$ cat config.mk
export PLATFORM = sky130hd
export DESIGN_NAME = wpf_ram
export DESIGN_NICKNAME = d
export VERILOG_FILES = /design/src/design/wpf_ram.sv
export SDC_FILE = /design/constraint.sdc
export NUM_CORES = 1
export LEC_CHECK = 0
export BUFFER_PORTS_ARGS = -buffer_cell sky130_fd_sc_hd__buf_2
export CORE_ASPECT_RATIO = 1.25
export CORE_MARGIN = 8
export CORE_UTILIZATION = 51
export CTS_CLUSTER_DIAMETER = 200
export DETAILED_ROUTE_END_ITERATION = 8
export HOLD_SLACK_MARGIN = 0.12
export PLACE_DENSITY = 0.68
export SKIP_LAST_GASP = 1
export SLEW_MARGIN = 10
export SYNTH_ARGS = -nofsm -noshare
export SYNTH_HDL_FRONTEND = slang
export SYNTH_SLANG_ARGS = --single-unit
$ cat constraint.sdc
create_clock -name i_clk -period 3.3 [get_ports i_clk]
set_clock_uncertainty 0.2 [all_clocks]
set_input_delay 0.33 -clock i_clk [delete_from_list [all_inputs] [get_ports i_clk]]
set_output_delay 0.33 -clock i_clk [all_outputs]
set_load 0.1 [all_outputs]
$ cat src/design/wpf_ram.sv
// Generic single-write, single-read RAM with registered read data.
// No dependencies.
module wpf_ram #(
    parameter int WIDTH = 8,
    parameter int DEPTH = 16
) (
    input  logic                     i_clk,
    input  logic                     i_we,
    input  logic [$clog2(DEPTH)-1:0] i_waddr,
    input  logic [WIDTH-1:0]         i_wdata,
    input  logic [$clog2(DEPTH)-1:0] i_raddr,
    output logic [WIDTH-1:0]         o_rdata
);
    logic [WIDTH-1:0] r_mem [DEPTH];

    always_ff @(posedge i_clk) begin
        if (i_we) begin
            r_mem[i_waddr] <= i_wdata;
        end
        o_rdata <= r_mem[i_raddr];
    end
endmodule

==> flow_summary.json, run 1 <==
{
  "synth_area_mm2": 0.00515,
  "ys_seq_elements": 136,
  "path_buf_inv": 1,
  "dr.pass1.iters": 4,
  "die_w_um": 106,
  "wl_per_cell_um": 24.0,
  "pin_count": 26,
  "synth_fp_nets": 247,
  "grt_first_pass_wirelength_mm": 15.1,
  "drc": 0,
  "setup_viol": 0,
  "p_comb_share_pct": 6.5,
  "synth_area_per_cell_um2": 22.5,
  "htreeDepth": 4,
  "drt_iter0_drc": 215,
  "coreArea_mm2": 0.00995,
  "rsz0062_at_grt": "false",
  "status": "completed",
  "synthArstFlopShare_pct": 0,
  "gr-total-overflow": 0,
  "ys_warn_count": 0,
  "cp-end-kind": "primary output",
  "critPathRequiredTime_ns": 2.77,
  "p_leak_nw": 2.02,
  "placed_cell_area_mm2": 0.00540,
  "cap_violations": 0,
  "crit_family": "buffers and inverters",
  "worstPathMaxFanout": 1,
  "grt_max_degree": 33,
  "cts_tree": "yes",
  "areaGrowthSynthToFinish_pct": 16.5,
  "drive_gt1_share_pct": 27.3,
  "clock_latency_ns": 0.41,
  "synth_top_area_cell": "edfxtp_1",
  "grt_pass1_vias": 2512,
  "clkPwrFrac_pct": 44.3,
  "crit_type": "flip-flop to primary output",
  "antenna_cells": 0,
  "cts_setup_buffers": 0,
  "antenna_found_initial": 0,
  "hold_violations": 0,
  "io_buffers": 25,
  "cts-buffers-inserted": 17,
  "fin_nets": 291,
  "antenna_left": 0,
  "postLayoutCoreUtil_pct": 60.2,
  "clockBufferDepth": 2,
  "critical_path.startpoint_type": "flip-flop",
  "post_cts_resized": 0,
  "die_h_um": 128,
  "hold_slack_ns": 0.127,
  "synth_edf_count": 128,
  "worstHoldPathType": "input port to flip-flop",
  "vias": 2414,
  "min_period_ns": 1.78,
  "hold_buffers": 3,
  "via_per_inst": 5.82,
  "initial_core_util_pct": 51.7,
  "slowest_stage": "buf_2",
  "cp.arrival_ns": 1.25,
  "die_area_mm2": 0.0136,
  "syn-instance-count": 229,
  "power_switching_mw": 0.823,
  "powerDensity_mw_per_mm2": 659,
  "finalSetupTns_ns": 0,
  "swShare_pct": 20.8,
  "ys_types": 19,
  "placedCellCount": 380,
  "rows": 41,
  "tightest_slew_ns": 0.983,
  "max_slew_margin_pct": 34.2,
  "yosysSeqAreaShare_pct": 77.8,
  "grtUsageTotal_pct": 15.8,
  "cts-root-buf": "clkbuf_16",
  "design_area_mm2": 0.00599,
  "power.internal_mw": 3.13,
  "post-dp-hpwl_mm": 6.41,
  "cts.sinks": 136,
  "gp_congestion": 0.738,
  "cp_cell_sequence": "buf_2",
  "ys.flop_type": "edfxtp_1",
  "max_stage_delay_ns": 0.46,
  "synth.most_common_cell": "edfxtp_1",
  "timing.fmax_mhz": 561,
  "fin_crit_sh_pct": 54.1,
  "p_seq_share_pct": 49.2,
  "synth_top_area_share_pct": 74.7,
  "synth_common_cells": "128 x edfxtp_1, 18 x mux4_2, 16 x a22oi_1, 14 x mux4_1, 13 x nor2_1",
  "cts.clk_slew.worst_paths_ns": 0.05,
  "vdd_drop_max_uv": 381,
  "drv_slew": 0,
  "finalNonFillerCells": 415,
  "routed_wl_mm": 9.97,
  "synthTopCellsByArea": "edfxtp_1 75%, mux4_2 7.9%, mux4_1 7.1%"
}
## final timing paths
kind / cells past startpoint / from / end / slack (ns)
setup / recovery: 1 / o_rdata[0] / o_rdata[0] / 1.52
hold / removal: 1 / i_wdata[7] / r_mem[15][7] / 0.13
setup reg to reg: 3 / r_mem[1][3] / o_rdata[3] / 1.66
hold reg to reg: 3 / r_mem[12][1] / o_rdata[1] / 0.47
## cell usage in the layout, fill, tap and decap left out, drive strengths merged
cell / synthesis / final
a22oi: 16 / 16
and2: 1 / 1
and2b: 1 / 1
buf: 7 / 32
clkbuf: 0 / 30
clkinv: 0 / 2
dfxtp: 8 / 8
dlygate4sd3: 0 / 3
edfxtp: 128 / 128
mux4: 32 / 32
nand2: 9 / 9
nand2b: 2 / 2
nand3: 1 / 1
nand3b: 2 / 2
nor2: 13 / 13
nor2b: 1 / 1
nor3: 4 / 4
or3b: 1 / 1
## per-stage QoR
| stage | worst slack (ns) | total power [mW] |
|---|---|---|
| after floorplan | 1.28 | 2.16 |
| after global placement | 1.17 | 2.23 |
| after detailed placement | 1.15 | 2.24 |
| after CTS | 1.50 | 3.97 |
| after global routing | 1.50 | 4.05 |
| final | 1.52 | 3.95 |
## metal layers
metal	routed length, µm	part of all wire [%]	GRT usage [%]
met1	3950	40	18.2
met2	5310	53	26.9
met3	573	5.7	4.63
met4	136	1.4	6.31
met5	0	0	0
## flip-flops by register name, summed over array words and instances (netlist names)
register / cells
r_mem: 128
o_rdata: 8
## layout make-up
| type | count | area (µm²) |
|---|---|---|
| clock inverter | 2 | 10.0 |
| fill | 709 | 3960 |
| sequential | 136 | 4000 |
| clock buffer | 30 | 554 |
| timing repair buffer | 35 | 208 |
| multi-input combinational | 83 | 1060 |
| tap | 129 | 161 |
## cells by family (layout without fill, tap and decap cells)
kind of cell    count (synthesis)  count (layout)  share of synthesized area, %
buf+inv                        10              67                          1.68
compound gates                 16              16                          2.33
mux                            32              32                          15.0
flops                         136             136                          77.8
simple gates                   35              35                          3.18
## power by group through the flow
stage	Combinational, mW	Sequential, mW	Clock [mW]
finish	0.256	1.94	1.75
global route	0.272	1.95	1.83
CTS	0.260	1.95	1.76
detailed placement	0.257	1.98	0
global placement	0.253	1.98	0
floorplan	0.0980	2.06	0
(Power assumes the default switching activity.)
==> run 2: changes to the inputs <==
- clock period: 3.3 -> 1.7 ns (I/O delays scaled with it)
==> run 2 against run 1 <==
Critical path depth did not move. Combinational power up 110%. Clock power is 110% higher. Flip-flop and latch count unchanged. Largest power group unchanged.
==> flow_summary.json, run 2 (synthesized netlist as in run 1, its figures left out) <==
{
  "p_seq_share_pct": 47.3,
  "grt_max_degree": 33,
  "fin_crit_sh_pct": 92.8,
  "grtUsageMet3_pct": 5.28,
  "gp_congestion": 0.770,
  "placed_cell_area_mm2": 0.00561,
  "fin_nets": 316,
  "post_cts_resized": 0,
  "fillCellCount": 692,
  "coreArea_mm2": 0.00995,
  "crit_type": "flip-flop to primary output",
  "finalPower_mw": 7.98,
  "grt_pass1_vias": 2664,
  "antenna_cells": 0,
  "hold_path_startpoint": "i_raddr[3]",
  "critPathRequiredTime_ns": 1.33,
  "grtUsageTotal_pct": 16.1,
  "via_per_inst": 5.76,
  "power.internal_mw": 6.34,
  "rsz0062_at_grt": "false",
  "seqCellArea_mm2": 0.00400,
  "die_h_um": 128,
  "final_cell_mix": "128 x edfxtp_1, 25 x buf_2, 23 x buf_4",
  "pin_count": 26,
  "p_comb_share_pct": 6.7,
  "p_leak_nw": 2.18,
  "htreeDepth": 4,
  "drt_iter0_drc": 166,
  "vias": 2534,
  "drive_gt1_share_pct": 31.2,
  "max_slew_margin_pct": 67.0,
  "use_met2_pct": 26.0,
  "wl_per_cell_um": 22.9,
  "clock_latency_ns": 0.41,
  "regMostFlops": "r_mem",
  "status": "completed",
  "postLayoutSetupSlackWorst_ns": 0.123,
  "cts.clk_slew.worst_paths_ns": 0.06,
  "postLayoutCoreUtil_pct": 63.1,
  "rows": 41,
  "top_regs": "r_mem: 128 flops, o_rdata: 8 flops",
  "worstHoldPathType": "input port to flip-flop",
  "grt_use_met1_pct": 19.5,
  "setup_viol": 0,
  "placedCellCount": 400,
  "clockBufferDepth": 2,
  "critical_path.startpoint_type": "flip-flop",
  "finalNonFillerCells": 440,
  "worstPathMaxFanout": 1,
  "design_area_mm2": 0.00628,
  "multi_input_area_mm2": 0.00106,
  "vdd_drop_max_uv": 685,
  "antenna_left": 0,
  "antenna_found_initial": 0,
  "post-dp-hpwl_mm": 6.53,
  "cts-root-buf": "clkbuf_16",
  "io_buffers": 25,
  "min_period_ns": 1.58,
  "mostFrequentLayoutCell": "edfxtp_1",
  "areaGrowthSynthToFinish_pct": 21.9,
  "dp_slack_ns": -0.0781,
  "cap_violations": 0,
  "powerDensity_mw_per_mm2": 1270,
  "initial_core_util_pct": 51.7,
  "cp-end-kind": "primary output",
  "gr-total-overflow": 0,
  "cp.arrival_ns": 1.21,
  "die_area_mm2": 0.0136,
  "largest_reg_flops": 128,
  "cts-buffers-inserted": 17,
  "clkPwrFrac_pct": 46.0,
  "cts_tree": "yes",
  "r2r-start": "r_mem[1][2]",
  "tightest_slew_ns": 0.499,
  "finalSetupTns_ns": 0,
  "power_switching_mw": 1.64,
  "cp_cell_sequence": "buf_2",
  "drv_slew": 0,
  "die_w_um": 106,
  "grt_first_pass_wirelength_mm": 15.7,
  "cts_setup_buffers": 0,
  "max_stage_delay_ns": 0.44,
  "worstSetupStartpoint": "o_rdata[6]",
  "routed_wl_mm": 10.1,
  "drc": 0,
  "path_buf_inv": 1,
  "hold_violations": 0,
  "timing.fmax_mhz": 634,
  "grt-busiest-layer": "met2",
  "dr.pass1.iters": 6,
  "hold_slack_ns": 0.140,
  "crit_family": "buffers and inverters",
  "swShare_pct": 20.6,
  "slowest_stage": "buf_2",
  "cts.sinks": 136
}
-- run 2: cell types whose count changed in the layout (fill, tap and decap cells not counted), moves of 2 or more --
cell,delta
bufinv_16,+4
clkbuf_1,-3
dlygate4sd3_1,+5
clkbuf_8,-8
clkinv_1,+5
buf_12,+4
clkinv_2,+2
buf_4,+16
-- run 2: final timing paths --
check,end,slack (ns),depth (start not counted)
min,o_rdata[4],0.14,5
min reg2reg,o_rdata[4],0.46,3
max reg2reg,o_rdata[2],0.14,3
max,o_rdata[6],0.12,1
-- run 2: routing by layer --
layer,part of all wire [%],vias up
li1,-,1112
met1,42,1313
met2,51,96
met3,5.1,13
met4,2.0,0
met5,0,-
-- run 2: what timing repair did --
item / CTS / global route
endpoints found under the setup margin: 0 / 0
hold buffers: 8 / 0
hold endpoints to repair: 128 / 0
-- run 2: cell type report --
class	instances	share of cell area, %
sequential	136	63.8
multi-input combinational	83	16.9
timing repair buffer	60	7.30
clock buffer	19	6.90
tap	129	2.57
clock inverter	13	2.53
-- run 2: power groups by stage --
stage / registers (mW) / logic [mW] / clock network (mW)
floorplan: 4.00 / 0.191 / 0
global placement: 3.84 / 0.518 / 0
detailed placement: 3.84 / 0.527 / 0
CTS: 3.77 / 0.542 / 3.71
global route: 3.78 / 0.568 / 3.88
finish: 3.77 / 0.535 / 3.68
==> run 3: changes to the inputs <==
- CORE_ASPECT_RATIO: 1.25 -> not set
- TNS_END_PERCENT: not set -> 100
==> run 3 against run 2 <==
Sequential share of layout area fell by 0.25 points. Critical endpoint is now r_mem[0][4]. Combinational power rose by 0.9%. Worst hold slack improved by 0.027 ns. Cell count rose by 1.8%. Flip-flop and latch count did not move.
==> flow_summary.json, run 3 (synthesized netlist as in run 1, its figures left out) <==
{
  "power_switching_mw": 1.66,
  "cts-buffers-inserted": 17,
  "rsz0062_at_grt": "false",
  "tightest_slew_ns": 0.777,
  "finalSetupTns_ns": 0,
  "crit_type": "input port to flip-flop",
  "mostFrequentLayoutCell": "edfxtp_1",
  "grtUsageTotal_pct": 15.6,
  "vdd_drop_max_uv": 717,
  "clkPwrFrac_pct": 44.7,
  "postLayoutCoreUtil_pct": 64.5,
  "cts-root-buf": "clkbuf_8",
  "rows": 36,
  "gp_congestion": 0.713,
  "htreeDepth": 4,
  "antenna_left": 0,
  "timing.fmax_mhz": 598,
  "clock_latency_ns": 0.51,
  "dr.pass1.iters": 4,
  "r2r-start": "r_mem[3][7]",
  "hold_path_startpoint": "i_raddr[0]",
  "max_slew_margin_pct": 48.1,
  "p_comb_share_pct": 6.9,
  "cts.clk_slew.worst_paths_ns": 0.06,
  "antenna_found_initial": 1,
  "min_period_ns": 1.67,
  "multi_input_area_mm2": 0.00106,
  "power.internal_mw": 6.14,
  "die_area_mm2": 0.0136,
  "fillCellCount": 669,
  "gr-total-overflow": 0,
  "cp.arrival_ns": 1.68,
  "worstPathMaxFanout": 8,
  "routed_wl_mm": 9.45,
  "via_per_inst": 5.48,
  "drv_slew": 0,
  "pin_count": 26,
  "hold_violations": 0,
  "top_regs": "r_mem: 128 flops, o_rdata: 8 flops",
  "largest_reg_flops": 128,
  "die_w_um": 116,
  "fin_nets": 321,
  "io_buffers": 25,
  "hold_slack_ns": 0.166,
  "regMostFlops": "r_mem",
  "drc": 0,
  "die_h_um": 116,
  "drt_iter0_drc": 165,
  "worstHoldPathType": "input port to flip-flop",
  "p_seq_share_pct": 48.4,
  "seqCellArea_mm2": 0.00400,
  "cts.sinks": 136,
  "coreArea_mm2": 0.00977,
  "grt_max_degree": 24,
  "grt_first_pass_wirelength_mm": 14.7,
  "initial_core_util_pct": 52.7,
  "drive_gt1_share_pct": 31.2,
  "cap_violations": 0,
  "status": "completed",
  "critPathRequiredTime_ns": 1.71,
  "p_leak_nw": 2.17,
  "clockBufferDepth": 2,
  "wl_per_cell_um": 21.1,
  "worstSetupStartpoint": "i_waddr[3]",
  "vias": 2457,
  "areaGrowthSynthToFinish_pct": 22.4,
  "swShare_pct": 21.3,
  "powerDensity_mw_per_mm2": 1240,
  "cts_tree": "yes",
  "cp-end-kind": "flip-flop",
  "final_cell_mix": "128 x edfxtp_1, 23 x buf_2, 23 x buf_4",
  "grt_pass1_vias": 2644,
  "post-dp-hpwl_mm": 6.00,
  "fin_crit_sh_pct": 98.4,
  "critical_path.startpoint_type": "input port",
  "setup_viol": 0
}
[run 3: cell count changes in the layout (fill, tap and decap cells not counted)]
cell,previous run,this run
buf_12,4,2
buf_2,25,23
bufinv_16,4,3
clkbuf_1,2,0
clkbuf_16,17,16
clkbuf_4,0,1
clkbuf_8,0,1
clkinv_1,5,1
clkinv_2,4,3
clkinv_4,0,3
clkinvlp_4,0,3
diode_2,0,1
dlygate4sd3_1,8,16
[run 3: what timing repair did]
action	4_1_cts	5_1_grt
gates resized for setup	1	1
endpoints found under the hold margin	248	0
setup endpoints to repair	1	1
setup buffers	0	0
hold buffers	16	0
[run 3: path summary, 6_finish.rpt]
path	to	slack (ns)	depth (start not counted)
setup / recovery	r_mem[0][4]	0.03	5
hold / removal	o_rdata[6]	0.17	5
setup reg to reg	o_rdata[7]	0.18	3
hold reg to reg	o_rdata[5]	0.49	3
[run 3: metrics by stage]
| stage | power [mW] | cells | area, µm² | worst slack (ns) |
|---|---|---|---|---|
| final | 7.80 | 448 | 6300 | 0.0273 |
| after global routing | 8.04 | 448 | 6300 | 0.00811 |
| after CTS | 7.88 | 447 | 6300 | 0.00662 |
| after detailed placement | 4.36 | 401 | 5560 | -0.0683 |
| after global placement | 4.35 | 401 | 5560 | -0.0502 |
| after floorplan | 4.19 | 229 | 5150 | 0.0639 |
[run 3: final cells by class]
| type | instances | share of cell area, % |
|---|---|---|
| Antenna cell | 1 | 0.0397 |
| Clock buffer | 17 | 6.57 |
| Clock inverter | 13 | 2.50 |
| Multi-Input combinational cell | 83 | 16.9 |
| Sequential cell | 136 | 63.5 |
| Tap cell | 133 | 2.64 |
| Timing Repair Buffer | 65 | 7.86 |
[run 3: power groups by stage]
stage          logic (mW)  registers, mW  clock network [mW]
2_1_floorplan       0.191           4.00                   0
3_3_place_gp        0.507           3.84                   0
3_5_place_dp        0.514           3.84                   0
4_1_cts             0.546           3.77                3.57
5_1_grt             0.575           3.78                3.69
6_report            0.540           3.77                3.49
[run 3: worst max-delay path: stages]
cell and delay [ns]:
dlygate4sd3_1 0.54, buf_2 0.15, or3b_2 0.49, nor3_2 0.11, buf_4 0.22
[run 3: layer usage]
| metal | global-route usage [%] | wire length, µm |
|---|---|---|
| met2 | 24.0 | 4690 |
| met3 | 4.50 | 798 |
| met5 | 0 | 0 |
| met1 | 20.2 | 3860 |
| met4 | 7.43 | 95 |
